## src/design/zpip_ram.sv

```systemverilog
module zpip_ram #(
   parameter int WIDTH = 64,
   parameter int DEPTH = 64
) (
   input  logic                                       clock,
   input  logic                                       wr_en,
   input  logic [(DEPTH > 1 ? $clog2(DEPTH) : 1)-1:0] wr_addr,
   input  logic [WIDTH-1:0]                           wr_data,
   input  logic                                       rd_en,
   input  logic [(DEPTH > 1 ? $clog2(DEPTH) : 1)-1:0] rd_addr,
   output logic [WIDTH-1:0]                           rd_data
);

   logic [WIDTH-1:0] mem_ff [DEPTH];
   logic [WIDTH-1:0] rd_data_ff;

   // one write port, one registered read port
   always_ff @(posedge clock) begin
      if (wr_en) begin
         mem_ff[wr_addr] <= wr_data;
      end
      if (rd_en) begin
         rd_data_ff <= mem_ff[rd_addr];
      end
   end

   assign rd_data = rd_data_ff;

endmodule

```

## config.mk

```make
export PLATFORM = sky130hd
export DESIGN_NAME = zpip_ram
export DESIGN_NICKNAME = d
export VERILOG_FILES = /design/src/design/zpip_ram.sv
export SDC_FILE = /design/constraint.sdc
export NUM_CORES = 2
export LEC_CHECK = 0
export BUFFER_PORTS_ARGS = -buffer_cell sky130_fd_sc_hd__buf_2
export CAP_MARGIN = 25
export CORE_ASPECT_RATIO = 1.4
export CORE_UTILIZATION = 30
export DETAILED_ROUTE_END_ITERATION = 8
export GPL_TIMING_DRIVEN = 0
export PLACE_DENSITY = 0.53
export SLEW_MARGIN = 20
export SYNTH_ARGS = -nofsm -noshare
export SYNTH_HDL_FRONTEND = slang
export SYNTH_SLANG_ARGS = --single-unit
```

## constraint.sdc

```tcl
create_clock -name clock -period 6.66 [get_ports clock]
set_clock_uncertainty 0.15 [all_clocks]
set_input_delay 0 -clock clock [delete_from_list [all_inputs] [get_ports clock]]
set_output_delay 0 -clock clock [all_outputs]
set_load 0.01 [all_outputs]
```

; Word level (Yosys, flattened, before mapping)
; Memories as Yosys holds them, arrays and structs flattened. A register that Yosys moved wholly into a read port is not among the register bits.
; Cells that the tools add are included.
[classes]
muxes = 2
[ops]
columns = operator, n
row1 = $mux W1, 2
[totals]
reg_bits = 0
ramBits = 4096
input_bits = 79
output_inout_bits = 64
mem_count = 1
[mem_list]
columns = name, words, word_bits, read_ports, rd_ports_with_merged_regs, write_ports, line_no
row1 = mem_ff, 64, 64, 1, 1, 1, 14  ; logic [WIDTH-1:0] mem_ff [DEPTH];

; Depth between registers and ports, before layout
[depth]
word_depth = 2
mapped_depth = 9
mapped_depth_nobuf = 5

; Worst setup path after synthesis
; OpenSTA, ideal clock, no wires.
[synth_path]
path_kind = input to register
start = input port wr_addr[3] in the netlist's numbering
end = memory mem_ff[48][0], enable pin
setup_ps = 564
arrival_time_ps = 4872
setup_slack_ps = 1074
stages = 4
n_path_buf = 1
path_cell_list = clkbuf_1 > nor2b_1 > nand4b_1 > nor3_1
[synth_rtl]
columns = element, line_no
row1 = from (decl), 7  ; input logic [(DEPTH > 1 ? $clog2(DEPTH) : 1)-1:0] wr_addr,
row2 = to (decl), 14
; No word-level cell before the write port.

; Worst setup path after layout
[layout_path]
start = input port wr_addr[3] in the netlist's numbering
end = memory mem_ff[48][29], enable pin
; No word-level cell before the write port.

==> flow_summary.toml <==
[worst_setup_path]
crit_arrival_ps = 4460
r2r-start = "mem_ff[13][18]$_DFFE_PP_"
required_ps = 7130
rr_worst_depth = 5
cp_max_fo = 8
regToRegSetupSlack_ps = 3390
criticalPathCategory = "input pin to flop"
reg2reg_to = "rd_data[18]$_DFFE_PP_"
end_kind = "flop"
setup.worst_path.start = "wr_addr[3]"
cp-start-kind = "input pin"
endpoint = "mem_ff[48][29]$_DFFE_PP_"

[finish]
fin_util = 0.357
nets = 7572
drive_gt1_frac = 0.298
fill_cells = 47725
area_delta_synth_final_pct = 18.5
multi_input_area_um2 = 30800
ff_latch_area_um2 = 125000
fin_area_um2 = 186000

[grt]
grt_pass1_vias = 78421
grt_max_degree = 65
grt_usage = 0.177
antenna_found_initial = 43
grt.overflow.total = 0
grt_pass1_wl_mm = 646

[min_path]
hp-class = "input pin to flop"

[floorplan]
initial_core_util = 0.301
coreArea_um2 = 522000
io_pins = 143
die_y_um = 858
fp-row-count = 314
die_area_um2 = 526000
die_x_um = 613

[clock_tree]
clk_pin_slew_ps = 60
root_buffer = "clkbuf_16"
clk_latency_ps = 960
cts-resized-gates = 0
numClockSinks = 4160
clockBufferDepth = 4
cts_tree = "yes"
cts_setup_buffers = 0
numCtsBuffers = 365
hold_buffers = 87
h-tree-depth = 5

[timing]
fin_crit_ps = 3990
finalSetupViolCount = 0
tns_ps = 0
tightest_slew_ps = 1120
fmax_mhz = 251
finalHoldViolCount = 0
grt_setup_unrepaired = "no"
drv_slew = 0
relSlewSlack = 0.255
post-route-period-util = 0.599

[synthesis]
synth-async-reset-ratio = 0
synth_fp_nets = 6677
synth_cell_types = 32
ys_seq_elements = 4160
yosysSeqAreaShare = 0.796
synthFlopType = "edfxtp_1"
netlist_instances = 6598
yosysWarnings = 0
syn-cell-area_um2 = 157000
syn_avg_cell_area_um2 = 23.8
synth_edf_count = 4160

[drt]
routed_wl_mm = 472
wl_per_cell_um = 32.0
dr.pass1.iters = 8
drt.antenna.violating_nets = 0
vias_per_cell = 5.11
route.detailed.drc = 12
drt-initial-drc-count = 8687
vias = 75413

[placement]
place.gp.congestion = 0.807
port_buffers = 134
dp_hpwl_mm = 325
placed_area_um2 = 173000

[power]
cellLeakagePower_uw = 0.0571
p_int_uw = 41900
comb_power_share = 0.057
seq_power_share = 0.543
irDropWorstVdd_mv = 0.226
power.density_nw_per_um2 = 288
p_clk_frac = 0.401
p_sw_uw = 11700
power_uw = 53600
switching_share = 0.218

[run_status]
violations = "DRC"
outcome = "finished with violations"

[job]
max-cap-violations = 0
metrics by stage:
step,cells,setup slack [ps],hold WS [ps]
4_1_cts,14732,2790,3.85
3_3_place_gp,13684,-6090,265
6_report,14767,2670,25.3
5_1_grt,14749,2650,52.5
3_5_place_dp,13986,1950,262
2_1_floorplan,6598,1070,-51.1
sequential cells by signal, summed over array words and instances, names as in the netlist:
| signal | count |
|---|---|
| rd_data | 64 |
| mem_ff | 4096 |
critical path, stage by stage:
cell	delay [ps]
dlygate4sd3_1	600
clkbuf_1	230
nor2b_1	270
dlygate4sd3_1	600
nand4b_1	400
nor3_2	750
buf_4	320
buf_4	200
buf_4	200
buf_4	220
buf_4	220
buf_4	200
buf_4	190
logic make-up after synthesis:
group | synth area share
AO/OA/AOI/OAI | 0.0247
buffers and inverters | 0.0118
flip-flops | 0.796
multiplexers | 0.156
AND/OR/NAND/NOR | 0.0123
synth_stat cells (all sizes together), types with 18 or more instances:
master   instances  area share
nor2b           28      0.0011
a31oi           18     0.00072
o22ai           83      0.0033
a41oi           26      0.0015
a22o            88      0.0049
nand3           45      0.0014
buf            230      0.0080
a211oi          63      0.0030
a22oi          168      0.0080
nand2           58      0.0014
nor2           112      0.0027
inv             19     0.00045
or3             29      0.0012
edfxtp        4160        0.80
or2             28      0.0011
mux4          1024        0.15
and3            64      0.0026
a2bb2oi         19      0.0011
clkbuf         140      0.0033
o221ai          38      0.0021
mux2i          135      0.0086
routing by layer:
layer,track usage,vias up,routed length [um],part of all wire
li1,-,30343,-,-
met5,0,-,88,0.00019
met2,0.326,2734,255000,0.54
met3,0.0226,674,26300,0.056
met1,0.205,41650,169000,0.36
met4,0.0722,12,21600,0.046
cell type report:
| type | instances | share of cell area |
|---|---|---|
| well taps | 6952 | 0.0467 |
| inverters | 19 | 0.000383 |
| multi-input cells | 2049 | 0.166 |
| diodes | 30 | 0.000403 |
| clock buffers | 426 | 0.0508 |
| clock inverters | 233 | 0.0125 |
| repair buffers | 528 | 0.0426 |
| plain buffers | 370 | 0.00962 |
| flip-flops and latches | 4160 | 0.671 |
cell usage in the layout, fill, tap and decap left out, types with 7 or more instances in the layout:
cell type,Yosys,final
a211oi_1,63,51
a211oi_2,0,12
a22o_1,88,88
a22oi_1,168,168
a2bb2oi_1,19,19
a31oi_1,18,10
a31oi_2,0,8
a41oi_1,26,26
and3_1,64,64
buf_1,20,18
buf_12,0,205
buf_16,0,67
buf_2,170,249
buf_4,34,118
buf_6,6,14
bufinv_16,0,43
clkbuf_1,140,186
clkbuf_16,0,369
clkbuf_2,0,11
clkinv_1,0,83
clkinv_2,0,64
clkinv_4,0,7
clkinvlp_4,0,19
diode_2,0,30
dlygate4sd3_1,0,86
edfxtp_1,4160,4160
inv_1,19,19
inv_6,0,11
mux2i_1,135,135
mux4_2,1024,1024
nand2_1,58,58
nand2b_1,11,11
nand3_1,45,45
nor2_1,112,49
nor2_4,0,63
nor2b_1,28,28
o221ai_1,38,38
o22ai_1,83,83
or2_2,28,28
or3_1,29,29
worst min path at each step:
stage,startpoint,to,slack (ps),cells past startpoint
after floorplan,wr_data[0],mem_ff[0][0]$_DFFE_PP_,-50,0
after global placement,rd_data[28]$_DFFE_PP_,rd_data[28],260,1
after detailed placement,rd_data[14]$_DFFE_PP_,rd_data[14],260,1
after CTS,wr_data[58],mem_ff[44][58]$_DFFE_PP_,4,2
after global routing,wr_data[58],mem_ff[59][58]$_DFFE_PP_,50,2
final,wr_data[45],mem_ff[31][45]$_DFFE_PP_,30,2
power groups by stage:
stage / clock (uW) / combinational (uW) / sequential [uW]
2_1_floorplan: 0 / 1350 / 29700
3_3_place_gp: 0 / 2840 / 29700
3_5_place_dp: 0 / 3010 / 29700
4_1_cts: 21800 / 3070 / 29100
5_1_grt: 22600 / 3160 / 29100
6_report: 21500 / 3030 / 29100
(Power assumes the default switching activity.)
